<file path="src/design/ufl_pkg.sv">
// shared types and constants for the fill level meter
package ufl_pkg;

  localparam int ECHO_W      = 16;
  localparam int DIST_W      = 19;
  localparam int FILL_W      = 7;
  localparam int BAR_W       = 8;
  localparam int HEIGHT_W    = 20;
  localparam int OFFSET_W    = 8;
  localparam int ECHO_PROD_W = 29;
  localparam int DIST_SHIFT  = 10;
  localparam int NUMER_W     = 20;
  localparam int SPAN_W      = 14;
  localparam int CM_W        = 13;
  localparam int RECIP_SHIFT = 24;
  localparam int RECIP_W     = 18;

  // echo microseconds to 1/256 cm: (us * 4456) >> 10
  localparam logic [ECHO_PROD_W-1:0] DIST_MUL = ECHO_PROD_W'(4456);
  localparam logic [FILL_W-1:0]      PCT_FULL = FILL_W'(100);
  // ceil(2^24 / 100), exact floor division for products below 2^17
  localparam logic [RECIP_W-1:0]     RECIP_100 = RECIP_W'(167773);

  localparam logic signed [HEIGHT_W-1:0] HEIGHT_RESET = HEIGHT_W'(7680);
  localparam logic [OFFSET_W-1:0]        OFFSET_RESET = OFFSET_W'(5);

  typedef logic [ECHO_W-1:0]          echo_t;
  typedef logic [DIST_W-1:0]          dist_t;
  typedef logic [FILL_W-1:0]          fill_t;
  typedef logic [BAR_W-1:0]           bar_t;
  typedef logic signed [HEIGHT_W-1:0] height_t;
  typedef logic [OFFSET_W-1:0]        offset_t;

  typedef enum logic {
    KIND_ECHO = 1'b0,
    KIND_CAL  = 1'b1
  } kind_t;

endpackage

</file>
<file path="src/design/ufl_if.sv">
// valid/ready channel interfaces for samples and results
interface ufl_in_if import ufl_pkg::*; ();
  logic  valid;
  logic  ready;
  kind_t kind;
  echo_t echo_us;

  modport source (output valid, output kind, output echo_us, input ready);
  modport sink   (input valid, input kind, input echo_us, output ready);
endinterface

interface ufl_out_if import ufl_pkg::*; ();
  logic    valid;
  logic    ready;
  dist_t   average_q8;
  fill_t   fill_percent;
  bar_t    bar_width;
  height_t height_q8;
  logic    span_invalid;

  modport source (output valid, output average_q8, output fill_percent, output bar_width,
                  output height_q8, output span_invalid, input ready);
  modport sink   (input valid, input average_q8, input fill_percent, input bar_width,
                  input height_q8, input span_invalid, output ready);
endinterface

</file>
<file path="src/design/ultrasonic_fill_level_meter.sv">
// top level of the fill level meter: ring ram, running total, divider and result register
// the fill quotient comes from the one-bit-per-cycle divider of TOT_W bits; a zero span skips it
// throughput: one item at a time; the next input transfer is taken the cycle after the result is registered
// the result register lets the next item start while an untaken result still waits
// reset (synchronous, rst_n low): ring reads as zero via per-entry valid bits, total and pointer
//   zero, height 30 cm, mounting offset 5 cm; no clearing pass is needed
module ultrasonic_fill_level_meter import ufl_pkg::*; #(
  parameter int WINDOW_LEN = 10,
  parameter int BAR_PIXELS = 128
) (
  input  logic       clk,
  input  logic       rst_n,
  ufl_in_if.sink     in_ch,
  ufl_out_if.source  out_ch,
  input  logic       cfg_we,
  input  offset_t    cfg_wdata
);

  localparam int PTR_W      = (WINDOW_LEN > 1) ? $clog2(WINDOW_LEN) : 1;
  localparam int TOT_W      = DIST_W + $clog2(WINDOW_LEN + 1);
  localparam int BAR_PROD_W = $clog2(100 * BAR_PIXELS + 1);
  localparam int RPROD_W    = (BAR_PROD_W + RECIP_W > RECIP_SHIFT + BAR_W) ?
                              BAR_PROD_W + RECIP_W : RECIP_SHIFT + BAR_W;

  // window average by reciprocal: ceil(2^AVG_SHIFT / WINDOW_LEN), exact for any total
  localparam int WIN_LOG_W   = (WINDOW_LEN > 1) ? $clog2(WINDOW_LEN) : 0;
  localparam int AVG_SHIFT   = TOT_W + WIN_LOG_W;
  localparam int AVG_RECIP_W = TOT_W + 1;
  localparam int AVG_PROD_W  = TOT_W + AVG_RECIP_W;
  localparam logic [63:0] AVG_RECIP_FULL =
    ((64'd1 << AVG_SHIFT) + 64'(WINDOW_LEN - 1)) / 64'(WINDOW_LEN);
  localparam logic [AVG_RECIP_W-1:0] AVG_RECIP = AVG_RECIP_FULL[AVG_RECIP_W-1:0];

  typedef enum logic [3:0] {
    S_IDLE,
    S_UPD,
    S_AVG,
    S_AVG_W,
    S_CAL,
    S_SPAN,
    S_FILL,
    S_FILL_W,
    S_BAR,
    S_RECIP,
    S_OUT
  } state_t;

  state_t                  state_r;
  kind_t                   kind_r;
  dist_t                   dist_r;
  logic [PTR_W-1:0]        ptr_r;
  logic [WINDOW_LEN-1:0]   ring_vld_r;
  logic [TOT_W-1:0]        total_r;
  logic [TOT_W-1:0]        total_nxt;
  logic [AVG_PROD_W-1:0]   avg_prod_r;
  dist_t                   avg_r;
  height_t                 height_r;
  offset_t                 offset_r;
  logic signed [SPAN_W-1:0]  span_r;
  logic signed [NUMER_W-1:0] numer_r;
  logic                    neg_r;
  logic                    invalid_r;
  fill_t                   fill_r;
  logic [BAR_PROD_W-1:0]   bar_prod_r;
  logic [RPROD_W-1:0]      recip_r;
  logic                    out_vld_r;
  dist_t                   out_avg_r;
  fill_t                   out_fill_r;
  bar_t                    out_bar_r;
  height_t                 out_height_r;
  logic                    out_inv_r;

  // ring ram and divider hookups
  dist_t                   ram_rdata;
  dist_t                   old_dist;
  logic                    ram_we;
  logic [ECHO_PROD_W-1:0]  echo_prod;
  logic                    div_start;
  logic [TOT_W-1:0]        div_num;
  logic [TOT_W-1:0]        div_den;
  logic                    div_done;
  logic [TOT_W-1:0]        div_quo;

  // span and numerator arithmetic
  height_t                 cal_height;
  logic [HEIGHT_W-1:0]     height_mag;
  logic signed [CM_W-1:0]  height_cm;
  logic signed [CM_W-1:0]  avg_off_diff;
  logic signed [SPAN_W-1:0]  span_val;
  logic signed [NUMER_W-1:0] numer_val;
  logic [NUMER_W-1:0]      numer_mag;
  logic [SPAN_W-1:0]       span_mag;
  logic                    in_fire;
  logic                    out_free;

  assign in_fire  = in_ch.valid && in_ch.ready;
  assign out_free = !out_vld_r || out_ch.ready;

  assign in_ch.ready         = (state_r == S_IDLE);
  assign out_ch.valid        = out_vld_r;
  assign out_ch.average_q8   = out_avg_r;
  assign out_ch.fill_percent = out_fill_r;
  assign out_ch.bar_width    = out_bar_r;
  assign out_ch.height_q8    = out_height_r;
  assign out_ch.span_invalid = out_inv_r;

  // distance in 1/256 cm, the shift keeps the top nineteen bits
  assign echo_prod = ECHO_PROD_W'(in_ch.echo_us) * DIST_MUL;

  // the ring entry is only trusted once written since reset
  assign old_dist  = ring_vld_r[ptr_r] ? ram_rdata : '0;
  assign total_nxt = total_r - TOT_W'(old_dist) + TOT_W'(dist_r);
  assign ram_we    = (state_r == S_UPD) && (kind_r == KIND_ECHO);

  ufl_ram #(
    .WIDTH (DIST_W),
    .DEPTH (WINDOW_LEN)
  ) u_ring (
    .clk     (clk),
    .we      (ram_we),
    .waddr   (ptr_r),
    .wdata   (dist_r),
    .raddr   (ptr_r),
    .rdata_r (ram_rdata)
  );

  // height from the current average less the offset, both in 1/256 cm
  assign cal_height = $signed({1'b0, avg_r}) - $signed({4'b0, offset_r, 8'b0});

  // whole-cm height truncated toward zero
  assign height_mag   = height_r[HEIGHT_W-1] ? HEIGHT_W'(-height_r) : HEIGHT_W'(height_r);
  assign height_cm    = height_r[HEIGHT_W-1] ? -$signed({1'b0, height_mag[HEIGHT_W-1:8]})
                                             :  $signed({1'b0, height_mag[HEIGHT_W-1:8]});
  assign span_val     = $signed({height_cm[CM_W-1], height_cm}) - $signed({6'b0, offset_r});
  assign avg_off_diff = $signed({2'b0, avg_r[DIST_W-1:8]}) - $signed({5'b0, offset_r});
  assign numer_val    = $signed(NUMER_W'(avg_off_diff)) * $signed(NUMER_W'(PCT_FULL));

  // magnitudes for the unsigned divider, the quotient sign is kept aside
  assign numer_mag = numer_r[NUMER_W-1] ? NUMER_W'(-numer_r) : NUMER_W'(numer_r);
  assign span_mag  = span_r[SPAN_W-1] ? SPAN_W'(-span_r) : SPAN_W'(span_r);

  // the divider only serves the fill quotient
  always_comb begin
    div_start = 1'b0;
    div_num   = TOT_W'(numer_mag);
    div_den   = TOT_W'(span_mag);
    case (state_r)
      S_FILL: begin
        div_start = (span_r != '0);
      end
      default: begin
        div_start = 1'b0;
      end
    endcase
  end

  ufl_div #(
    .W (TOT_W)
  ) u_div (
    .clk      (clk),
    .rst_n    (rst_n),
    .start    (div_start),
    .dividend (div_num),
    .divisor  (div_den),
    .done_r   (div_done),
    .quo_r    (div_quo)
  );

  always_ff @(posedge clk) begin
    if (!rst_n) begin
      state_r    <= S_IDLE;
      ptr_r      <= '0;
      ring_vld_r <= '0;
      total_r    <= '0;
      height_r   <= HEIGHT_RESET;
      offset_r   <= OFFSET_RESET;
      out_vld_r  <= 1'b0;
    end else begin
      if (cfg_we) begin
        offset_r <= cfg_wdata;
      end
      // in S_OUT the result register is reloaded instead
      if (out_vld_r && out_ch.ready && state_r != S_OUT) begin
        out_vld_r <= 1'b0;
      end
      case (state_r)
        S_IDLE: begin
          if (in_fire) begin
            kind_r  <= in_ch.kind;
            dist_r  <= echo_prod[ECHO_PROD_W-1:DIST_SHIFT];
            state_r <= S_UPD;
          end
        end
        S_UPD: begin
          // ram read of the oldest entry has landed
          if (kind_r == KIND_ECHO) begin
            total_r           <= total_nxt;
            ring_vld_r[ptr_r] <= 1'b1;
            ptr_r             <= (ptr_r == PTR_W'(WINDOW_LEN - 1)) ? '0 : ptr_r + 1'b1;
          end
          state_r <= S_AVG;
        end
        S_AVG: begin
          // total times the window reciprocal
          avg_prod_r <= AVG_PROD_W'(total_r) * AVG_PROD_W'(AVG_RECIP);
          state_r    <= S_AVG_W;
        end
        S_AVG_W: begin
          avg_r   <= avg_prod_r[AVG_SHIFT +: DIST_W];
          state_r <= S_CAL;
        end
        S_CAL: begin
          if (kind_r == KIND_CAL) begin
            height_r <= cal_height;
          end
          state_r <= S_SPAN;
        end
        S_SPAN: begin
          span_r  <= span_val;
          numer_r <= numer_val;
          state_r <= S_FILL;
        end
        S_FILL: begin
          neg_r <= numer_r[NUMER_W-1] ^ span_r[SPAN_W-1];
          if (span_r == '0) begin
            invalid_r <= 1'b1;
            fill_r    <= '0;
            state_r   <= S_BAR;
          end else begin
            invalid_r <= 1'b0;
            state_r   <= S_FILL_W;
          end
        end
        S_FILL_W: begin
          if (div_done) begin
            // a negative quotient only raises the level past full
            if (neg_r) begin
              fill_r <= PCT_FULL;
            end else if (div_quo >= TOT_W'(PCT_FULL)) begin
              fill_r <= '0;
            end else begin
              fill_r <= PCT_FULL - div_quo[FILL_W-1:0];
            end
            state_r <= S_BAR;
          end
        end
        S_BAR: begin
          bar_prod_r <= BAR_PROD_W'(fill_r) * BAR_PROD_W'(BAR_PIXELS);
          state_r    <= S_RECIP;
        end
        S_RECIP: begin
          recip_r <= RPROD_W'(bar_prod_r) * RPROD_W'(RECIP_100);
          state_r <= S_OUT;
        end
        S_OUT: begin
          if (out_free) begin
            out_vld_r    <= 1'b1;
            out_avg_r    <= avg_r;
            out_fill_r   <= fill_r;
            out_bar_r    <= recip_r[RECIP_SHIFT +: BAR_W];
            out_height_r <= height_r;
            out_inv_r    <= invalid_r;
            state_r      <= S_IDLE;
          end
        end
        default: begin
          state_r <= S_IDLE;
        end
      endcase
    end
  end

  assert property (@(posedge clk) disable iff (!rst_n) in_fire |=> !in_ch.ready)
    else $error("second transfer taken while an item is in progress");
  assert property (@(posedge clk) disable iff (!rst_n) ptr_r <= PTR_W'(WINDOW_LEN - 1))
    else $error("ring pointer beyond the window");
  assert property (@(posedge clk) disable iff (!rst_n)
                   out_vld_r && out_inv_r |-> out_fill_r == '0 && out_bar_r == '0)
    else $error("zero span result carries a level");
  assert property (@(posedge clk) disable iff (!rst_n) out_vld_r |-> out_fill_r <= PCT_FULL)
    else $error("fill beyond full scale");
  assert property (@(posedge clk) disable iff (!rst_n)
                   state_r == S_UPD && kind_r == KIND_CAL |=> $stable(total_r))
    else $error("calibrate item disturbed the running total");

endmodule

</file>
<file path="src/design/ufl_ram.sv">
// generic single-port-write, registered-read ram
module ufl_ram #(
  parameter int WIDTH = 8,
  parameter int DEPTH = 16
) (
  input  logic                                clk,
  input  logic                                we,
  input  logic [(DEPTH>1?$clog2(DEPTH):1)-1:0] waddr,
  input  logic [WIDTH-1:0]                    wdata,
  input  logic [(DEPTH>1?$clog2(DEPTH):1)-1:0] raddr,
  output logic [WIDTH-1:0]                    rdata_r
);

  logic [WIDTH-1:0] mem [DEPTH];

  always_ff @(posedge clk) begin
    if (we) begin
      mem[waddr] <= wdata;
    end
    rdata_r <= mem[raddr];
  end

endmodule

</file>
<file path="src/design/ufl_div.sv">
// iterative restoring divider, one quotient bit per cycle
module ufl_div #(
  parameter int W = 23
) (
  input  logic         clk,
  input  logic         rst_n,
  input  logic         start,
  input  logic [W-1:0] dividend,
  input  logic [W-1:0] divisor,
  output logic         done_r,
  output logic [W-1:0] quo_r
);

  localparam int CNT_W = $clog2(W + 1);

  logic [W-1:0]     rem_r;
  logic [W-1:0]     den_r;
  logic [CNT_W-1:0] cnt_r;
  logic [W:0]       shifted;
  logic [W:0]       diff;

  assign shifted = {rem_r, quo_r[W-1]};
  assign diff    = shifted - {1'b0, den_r};

  always_ff @(posedge clk) begin
    if (!rst_n) begin
      cnt_r  <= '0;
      done_r <= 1'b0;
    end else begin
      done_r <= 1'b0;
      if (start) begin
        cnt_r <= CNT_W'(W);
        rem_r <= '0;
        quo_r <= dividend;
        den_r <= divisor;
      end else if (cnt_r != '0) begin
        cnt_r <= cnt_r - 1'b1;
        // borrow in the top bit means the trial subtract failed
        if (!diff[W]) begin
          rem_r <= diff[W-1:0];
          quo_r <= {quo_r[W-2:0], 1'b1};
        end else begin
          rem_r <= shifted[W-1:0];
          quo_r <= {quo_r[W-2:0], 1'b0};
        end
        done_r <= (cnt_r == CNT_W'(1));
      end
    end
  end

  assert property (@(posedge clk) disable iff (!rst_n) start |=> !done_r)
    else $error("divider finished straight after start");
  assert property (@(posedge clk) disable iff (!rst_n) done_r |-> cnt_r == '0)
    else $error("divider done while still iterating");
  assert property (@(posedge clk) disable iff (!rst_n) done_r |=> !done_r)
    else $error("divider done held for two cycles");

endmodule

</file>
<file path="src/flat_wrapper.sv">
// flat-port wrapper written by rule: the top's interface ports become plain ports
module ultrasonic_fill_level_meter_flat import ufl_pkg::*;
#(
  parameter int WINDOW_LEN = 10,
  parameter int BAR_PIXELS = 128
)
  (clk, rst_n, cfg_we, cfg_wdata, in_ch_valid, in_ch_kind, in_ch_echo_us, in_ch_ready, out_ch_valid, out_ch_average_q8, out_ch_fill_percent, out_ch_bar_width, out_ch_height_q8, out_ch_span_invalid, out_ch_ready);
  ufl_in_if in_ch_i ();
  ufl_out_if out_ch_i ();
  input  logic clk;
  input  logic rst_n;
  input  logic cfg_we;
  input  offset_t cfg_wdata;
  input wire logic [$bits(in_ch_i.valid)-1:0] in_ch_valid;
  input wire logic [$bits(in_ch_i.kind)-1:0] in_ch_kind;
  input wire logic [$bits(in_ch_i.echo_us)-1:0] in_ch_echo_us;
  output wire logic [$bits(in_ch_i.ready)-1:0] in_ch_ready;
  output wire logic [$bits(out_ch_i.valid)-1:0] out_ch_valid;
  output wire logic [$bits(out_ch_i.average_q8)-1:0] out_ch_average_q8;
  output wire logic [$bits(out_ch_i.fill_percent)-1:0] out_ch_fill_percent;
  output wire logic [$bits(out_ch_i.bar_width)-1:0] out_ch_bar_width;
  output wire logic [$bits(out_ch_i.height_q8)-1:0] out_ch_height_q8;
  output wire logic [$bits(out_ch_i.span_invalid)-1:0] out_ch_span_invalid;
  input wire logic [$bits(out_ch_i.ready)-1:0] out_ch_ready;
  assign in_ch_i.valid = in_ch_valid;
  assign in_ch_i.kind = in_ch_kind;
  assign in_ch_i.echo_us = in_ch_echo_us;
  assign in_ch_ready = in_ch_i.ready;
  assign out_ch_valid = out_ch_i.valid;
  assign out_ch_average_q8 = out_ch_i.average_q8;
  assign out_ch_fill_percent = out_ch_i.fill_percent;
  assign out_ch_bar_width = out_ch_i.bar_width;
  assign out_ch_height_q8 = out_ch_i.height_q8;
  assign out_ch_span_invalid = out_ch_i.span_invalid;
  assign out_ch_i.ready = out_ch_ready;
  ultrasonic_fill_level_meter #(.WINDOW_LEN(WINDOW_LEN), .BAR_PIXELS(BAR_PIXELS)) u_core (.clk(clk), .rst_n(rst_n), .in_ch(in_ch_i), .out_ch(out_ch_i), .cfg_we(cfg_we), .cfg_wdata(cfg_wdata));
endmodule
</file>
<file path="config.mk">
export PLATFORM = sky130hd
export DESIGN_NAME = ultrasonic_fill_level_meter_flat
export DESIGN_NICKNAME = d
export VERILOG_FILES = /design/src/design/ufl_pkg.sv /design/src/design/ufl_if.sv /design/src/design/ultrasonic_fill_level_meter.sv /design/src/design/ufl_ram.sv /design/src/design/ufl_div.sv /design/src/flat_wrapper.sv
export SDC_FILE = /design/constraint.sdc
export NUM_CORES = 1
export LEC_CHECK = 0
export BUFFER_PORTS_ARGS = -buffer_cell sky130_fd_sc_hd__buf_2
export CAP_MARGIN = 20
export CORE_ASPECT_RATIO = 2
export CORE_MARGIN = 2
export CORE_UTILIZATION = 37
export CTS_CLUSTER_SIZE = 16
export DETAILED_ROUTE_END_ITERATION = 7
export SLEW_MARGIN = 20
export SYNTH_ARGS = -nofsm -noshare
export SYNTH_HDL_FRONTEND = slang
export SYNTH_SLANG_ARGS = --single-unit
</file>
<file path="constraint.sdc">
create_clock -name clk -period 8.1 [get_ports clk]
set_input_delay 0.405 -clock clk [delete_from_list [all_inputs] [get_ports clk]]
set_output_delay 0.405 -clock clk [all_outputs]
set_load 0.02 [all_outputs]
</file>
; ---- Yosys cells after proc, flatten, opt, wreduce, memory -nomap -nowiden
; Memories as Yosys holds them, arrays and structs flattened. A register that Yosys moved wholly into a read port is not among the register bits.
; Index checks and enable logic that the tools add are counted.
[totals]
reg_bits = 349
ramBits = 190
input_bits = 30
out_inout_bits = 57
wordCells = 137
n_memories = 1
[classes]
add_sub_neg = 13
mul = 4
n_lt_le_gt_ge = 3
n_eq_ne = 17
muxes = 34
n_bitwise = 5
reduce_logical = 29
[memory_table]
columns = name, words, width, rd, rd_clocked_by_memory_dff, wr, line
row1 = u_core.u_ring.mem, 10, 19, 1, 1, 1, ufl_ram.sv:14  ; logic [WIDTH-1:0] mem [DEPTH];
[ops]
columns = op, n
row1 = 23-bit 2-to-1 mux, 3
row2 = 20-bit 2-to-1 mux, 3
row3 = 23-bit by 24-bit multiplier with 46-bit output (second input constant), 1
row4 = 4-bit case mux with 11 select lines, 1
row5 = 20-bit negation, 2
row6 = 7-bit 2-to-1 mux, 4
row7 = 16-bit by 10-bit multiplier with 26-bit output (second input constant), 1
row8 = 13-bit 2-to-1 mux, 2
row9 = 7-bit by 18-bit multiplier with 25-bit output (second input constant), 1
row10 = 24-bit by 14-bit subtractor with 24-bit output, 1
row11 = 23-bit by 19-bit adder with 23-bit output, 1
row12 = 23-bit by 7-bit greater-or-equal comparator with 1-bit output (second input constant), 1
row13 = 23-bit by 19-bit subtractor with 23-bit output, 1
row14 = 4-bit 2-to-1 mux, 5
row15 = 2-bit AND reduction, 10
row16 = 19-bit by 16-bit subtractor with 20-bit output, 1
row17 = 19-bit 2-to-1 mux, 1
row18 = 12-bit by 6-bit multiplier with 18-bit output (second input constant), 1
row19 = 4-bit by 3-bit == test with 1-bit output (second input constant), 4
row20 = 4-bit == test (second input constant), 4
row21 = 14-bit zero test, 1
row22 = 14-bit negation, 1
row23 = 7-bit case mux with 2 select lines, 1
row24 = 14-bit nonzero test, 1
row25 = 31 further kinds, 53

; ---- Logic depth before layout (Yosys ltp)
[logic_depth]
depth_word = 5
ltp_mapped = 26
depth_no_buf = 26

; ---- Cells and area by module
; A second synthesis with hierarchy kept.
[unflattened]
hier_cells = 3189
hier_area_um2 = 36478.7
[modules_own_cells]
columns = mod, instances, cells_each, area_each_um2, seq_area_each_um2
row1 = ultrasonic_fill_level_meter, 1, 2350, 24121.9, 6476.2
row2 = ufl_ram, 1, 421, 7898.8, 6085.8
row3 = ufl_div, 1, 418, 4458.0, 2192.1

; ---- Worst setup path before layout
; OpenSTA, ideal clock, no wires.
[synth_path]
path_kind = reg2reg
start = register u_core.total_r[6]
end = register u_core.avg_prod_r[45] (data pin)
setup_ns = 0.260
arrival_ns = 6.392
required_ns = 7.840
setup_slack_ns = 1.448
stages_incl_launch_ff = 27
path_buffers = 0
period_less_slack_ns = 6.652
cell_sequence = dfxtp_1 > inv_1 > ha_1 > inv_1 > fa_1 > inv_1 > fa_1 > inv_1 > fa_1 > inv_1 > fa_1 > inv_1 > fa_1 > inv_1 > fa_1 > inv_1 > ha_1 > o21ai_0 > nor2_1 > o22a_1 > a211oi_2 > or3_4 > o31ai_2 > a211oi_2 > o21bai_1 > a21oi_2 > xnor2_1
[synth_via]
elab_chain_len = 1
[synth_lines]
columns = item, line
row1 = from (decl), ultrasonic_fill_level_meter.sv:53  ; logic [TOT_W-1:0] total_r;
row2 = from (signal assigned), ultrasonic_fill_level_meter.sv:197  ; total_r <= total_nxt;
row3 = 23-bit by 24-bit multiplier with 46-bit output, ultrasonic_fill_level_meter.sv:205  ; avg_prod_r <= AVG_PROD_W'(total_r) * AVG_PROD_W'(AVG_RECIP);
row4 = to (signal assigned), ultrasonic_fill_level_meter.sv:205
row5 = to (decl), ultrasonic_fill_level_meter.sv:55  ; logic [AVG_PROD_W-1:0] avg_prod_r;
; No other way between the ends.
; A chain may end at the register's enable or synchronous reset.

; ---- Worst setup path in the final report
; Same ends and word-level chain as after synthesis.

==> out/metrics.sh <==
RUN_STATUS='finished, violations left'
VIOLATIONS_IN_THE_FINAL_REPORTS='design-rule violations'
CLK_PIN_SLEW_WORST_PATHS_NS=0.07
POWER_LEAKAGE_nW=16.91
GP_ROUTABILITY_CONGESTION=0.9250
CTS_REPAIR_RESIZE_COUNT=0
DIE_HEIGHT_UM=439.0
DETAILROUTE.VIA_COUNT=21660
IOPINCOUNT=87
INSERTION_DELAY_NS=0.63
TOTALNEGATIVESETUPSLACK_NS=0
POST_DP_CELL_AREA_SQ_MM=0.03695
CTS_TREE='yes'
CP_DATA_ARRIVAL_TIME_NS=7.55
POST-ROUTE-CELL-AREA_SQ_MM=0.03852
GRT_PASS1_WL_UM=126100
HP-CLASS='in2reg'
SYNTH_EDF_COUNT=419
FLOW.AREA_GROWTH_FROM_SYNTHESIS_PCT=10.06
CTS-BUFFERS-INSERTED=48
DP_WORST_SETUP_SLACK_NS=0.8779
YS.WARNINGS.COUNT=0
SYN_AREA_SQ_MM=0.03500
1ST_ITER_DRT_VIOLS=912
SYN_AREA_PER_CELL_SQ_UM=11.73
INSERTEDDIODECOUNT=0
CORE-AREA_SQ_MM=0.09390
WORST_IR_DROP_VDD_V=0.0001348
HOLD_VIOL=0
RSZ0062_AT_GRT='no'
GRT_ANTENNA_BEFORE_REPAIR=2
MAXIMUM_OPERATING_FREQUENCY_MHz=139.3
ROUTE.FINAL.WIRE_LENGTH_UM=79520
CLOCK_TREE.BUFFER_DEPTH=3
FP.DIEAREA_SQ_MM=0.09722
FIN_UTIL_PCT=41.02
LAYOUT_WORST_PATH_CYCLE_SHARE_PCT=88.65
REGISTER_AREA_SQ_MM=0.01449
GRT.MET1_USAGE_PCT=15.49
CRITICAL_PATH_REQUIRED_NS=8.47
DIE_W_UM=221.5
ROUTE.DETAILED.DRC=11
SYNTH_FP_NETS=3687
NETLIST-CELL-TYPE-COUNT=83
DRV_SLEW=0
SYNTH_SEQUENTIAL_AREA_RATIO_PCT=41.38
FINALNONFILLERCELLS=4323
VIAS_PER_CELL=5.011
MULTIINPUTGATEAREA_SQ_MM=0.01839
IO_BUFFER_COUNT=86
NUMPLACEDINSTANCES=4233
POSTSYNTHCELLCOUNT=2983
SLEW_HEADROOM_PCT=30.42
GRT_REMAINING_OVERFLOW=0
ROOT_BUFFER='sky130_fd_sc_hd__clkbuf_16'
P_TOTAL_mW=10.65
CTS.SINK_COUNT=514
GRT_PASS1_VIAS=23500
FLOORPLAN.INITIALDENSITY_PCT=37.27
WIRE_PER_INST_UM=18.40
TIMING.CLOCK.SKEW_NS=0.03361
SYNTH.FF_LATCH_COUNT=514
DOMINANTREGCELLSYNTH='sky130_fd_sc_hd__edfxtp_1'
WORST-PATH-MAX-FANOUT=5
ASYNCSETRESETFLOPFRACSYNTH_PCT=0
GRT_MAX_DEGREE=67
CTS_HTREE_LEVELS=2
MAX_CAP_VIOL_COUNT=0
SETUP_VIOL_COUNT_FINAL=0
LAYOUT.FILLER_CELLS=8986
CRITPATHCAPTURETYPE='flop'
GLOBALROUTETOTALUTIL_PCT=16.68
HOLD_SLACK_NS=0.04829
TIMING_WORST_SLEW_PIN_VALUE_NS=1.038
FIN_WS_NS=0.9196
LAUNCHING_ELEMENT_TYPE_OF_THE_CRITICAL_PATH='flop'
FIRSTDRTPASSITERS=7
GRT_BUSIEST_LAYER='met2'
DRIVE_ABOVE_1_SHARE_PCT=9.146
CRITPATHKIND='reg2reg'
FINISH.NET_COUNT=3781
FINAL_ANTENNA_NET_COUNT=0
SITE_ROW_COUNT=159
DETAILED_PLACE_HPWL_UM=63680
PERIOD_NEEDED_NS=7.180
USE_MET2_PCT=34.90
POWER_PER_CELL_AREA_mW_PER_MM2=276.5
GLOBAL_ROUTE.USAGE.MET3_PCT=1.638
-- final timing paths --
check	start	end	slack (ns)	cells past startpoint
max reg2reg	u_core.total_r[6]$_SDFFE_PN0P_	u_core.avg_prod_r[45]$_DFFE_PP_	0.92	26
min	cfg_wdata[7]	u_core.offset_r[7]$_SDFFE_PN0P_	0.05	3
max	u_core.total_r[6]$_SDFFE_PN0P_	u_core.avg_prod_r[45]$_DFFE_PP_	0.92	26
min reg2reg	u_core.recip_r[28]$_DFFE_PP_	u_core.out_ch.bar_width[4]$_DFFE_PP_	0.42	0
-- metal layers --
| layer | part of all wire (%) | vias to the layer above |
|---|---|---|
| met1 | 34 | 10740 |
| met4 | 5.5 | 0 |
| met3 | 2.1 | 172 |
| met5 | 0 | - |
| met2 | 59 | 337 |
| li1 | - | 10410 |
-- Yosys cell counts (36+ instances only) --
cell	count	share of area, %
sky130_fd_sc_hd__ha_1	440	16
sky130_fd_sc_hd__edfxtp_1	419	36
sky130_fd_sc_hd__nor3_1	36	0.51
sky130_fd_sc_hd__xnor2_1	94	2.4
sky130_fd_sc_hd__clkbuf_1	55	0.59
sky130_fd_sc_hd__fa_1	234	13
sky130_fd_sc_hd__a21oi_1	132	1.9
sky130_fd_sc_hd__a21o_1	41	0.88
sky130_fd_sc_hd__inv_1	523	5.6
sky130_fd_sc_hd__nor2_1	169	1.8
sky130_fd_sc_hd__nand2_1	148	1.6
sky130_fd_sc_hd__nor2b_1	43	0.77
sky130_fd_sc_hd__a211oi_1	36	0.77
sky130_fd_sc_hd__mux2i_1	42	1.2
sky130_fd_sc_hd__dfxtp_1	95	5.4
sky130_fd_sc_hd__xor2_1	56	1.4
sky130_fd_sc_hd__o21ai_0	67	0.96
sky130_fd_sc_hd__mux4_2	40	2.6
-- flip-flops by register name, summed over array words and instances (netlist names), 10 cells and up --
name	cells
u_core.u_div.den_r	14
u_core.u_div.rem_r	23
u_core.out_ch.average_q8	19
u_core.height_r	20
u_core.span_r	14
u_core.u_ring.mem	190
u_core.avg_prod_r	19
u_core.u_div.quo_r	23
u_core.total_r	23
u_core.u_ring.rdata_r	19
u_core.dist_r	19
u_core.avg_r	19
u_core.ring_vld_r	10
u_core.numer_r	18
u_core.out_ch.height_q8	20
-- timing repair --
item                      in CTS  in global routing
hold buffers                   1                  0
hold endpoints to repair       1                  0
buffers inserted               0                  0
-- area by class of cell --
type                    count  area share [%]
well taps                1207           3.920
clock buffers              60           3.261
flip-flops and latches    514           37.61
repair buffers            109           1.572
clock inverters            29          0.7860
multi-input cells        1881           47.75
inverters                 523           5.096
-- report_power, final --
group,switching (mW),internal [mW]
sequential,0.222,3.30
clock,1.03,1.25
combinational,2.85,2.01
-- critical path, stage by stage (launching register included) --
cell and delay (ns):
sky130_fd_sc_hd__dfxtp_1 0.41, sky130_fd_sc_hd__inv_1 0.11, sky130_fd_sc_hd__ha_1 0.29, sky130_fd_sc_hd__inv_1 0.06, sky130_fd_sc_hd__fa_1 0.54, sky130_fd_sc_hd__inv_1 0.07, sky130_fd_sc_hd__fa_1 0.54, sky130_fd_sc_hd__inv_1 0.12
sky130_fd_sc_hd__fa_1 0.52, sky130_fd_sc_hd__inv_1 0.07, sky130_fd_sc_hd__fa_1 0.54, sky130_fd_sc_hd__inv_1 0.06, sky130_fd_sc_hd__fa_1 0.53, sky130_fd_sc_hd__inv_1 0.05, sky130_fd_sc_hd__fa_1 0.53, sky130_fd_sc_hd__inv_1 0.04
sky130_fd_sc_hd__ha_1 0.34, sky130_fd_sc_hd__o21ai_0 0.10, sky130_fd_sc_hd__nor2_1 0.17, sky130_fd_sc_hd__o22a_1 0.20, sky130_fd_sc_hd__a211oi_2 0.08, sky130_fd_sc_hd__or3_4 0.44, sky130_fd_sc_hd__o31ai_2 0.46, sky130_fd_sc_hd__a211oi_2 0.15
sky130_fd_sc_hd__o21bai_1 0.28, sky130_fd_sc_hd__a21oi_2 0.10, sky130_fd_sc_hd__xnor2_1 0.13
-- cell families after synthesis --
family,share of synthesized area (%)
fa+ha+maj,29.11
buf+inv,6.342
simple gates,7.919
flops,41.38
compound gates,7.601
xor+xnor,3.800
mux,3.840
-- placed cells by master, fill, tap and decap left out, drive strengths merged, types with 37 or more instances in the layout --
cell type,netlist,routed
a211oi,46,46
a21o,41,41
a21oi,133,133
buf,10,108
clkbuf,55,60
dfxtp,95,95
edfxtp,419,419
fa,234,234
ha,440,440
inv,523,526
mux2i,42,42
mux4,40,40
nand2,150,150
nor2,170,170
nor2b,45,45
nor3,37,37
o21ai,78,78
xnor2,95,95
xor2,56,56
Note: power is estimated with default switching activity, not from simulation.
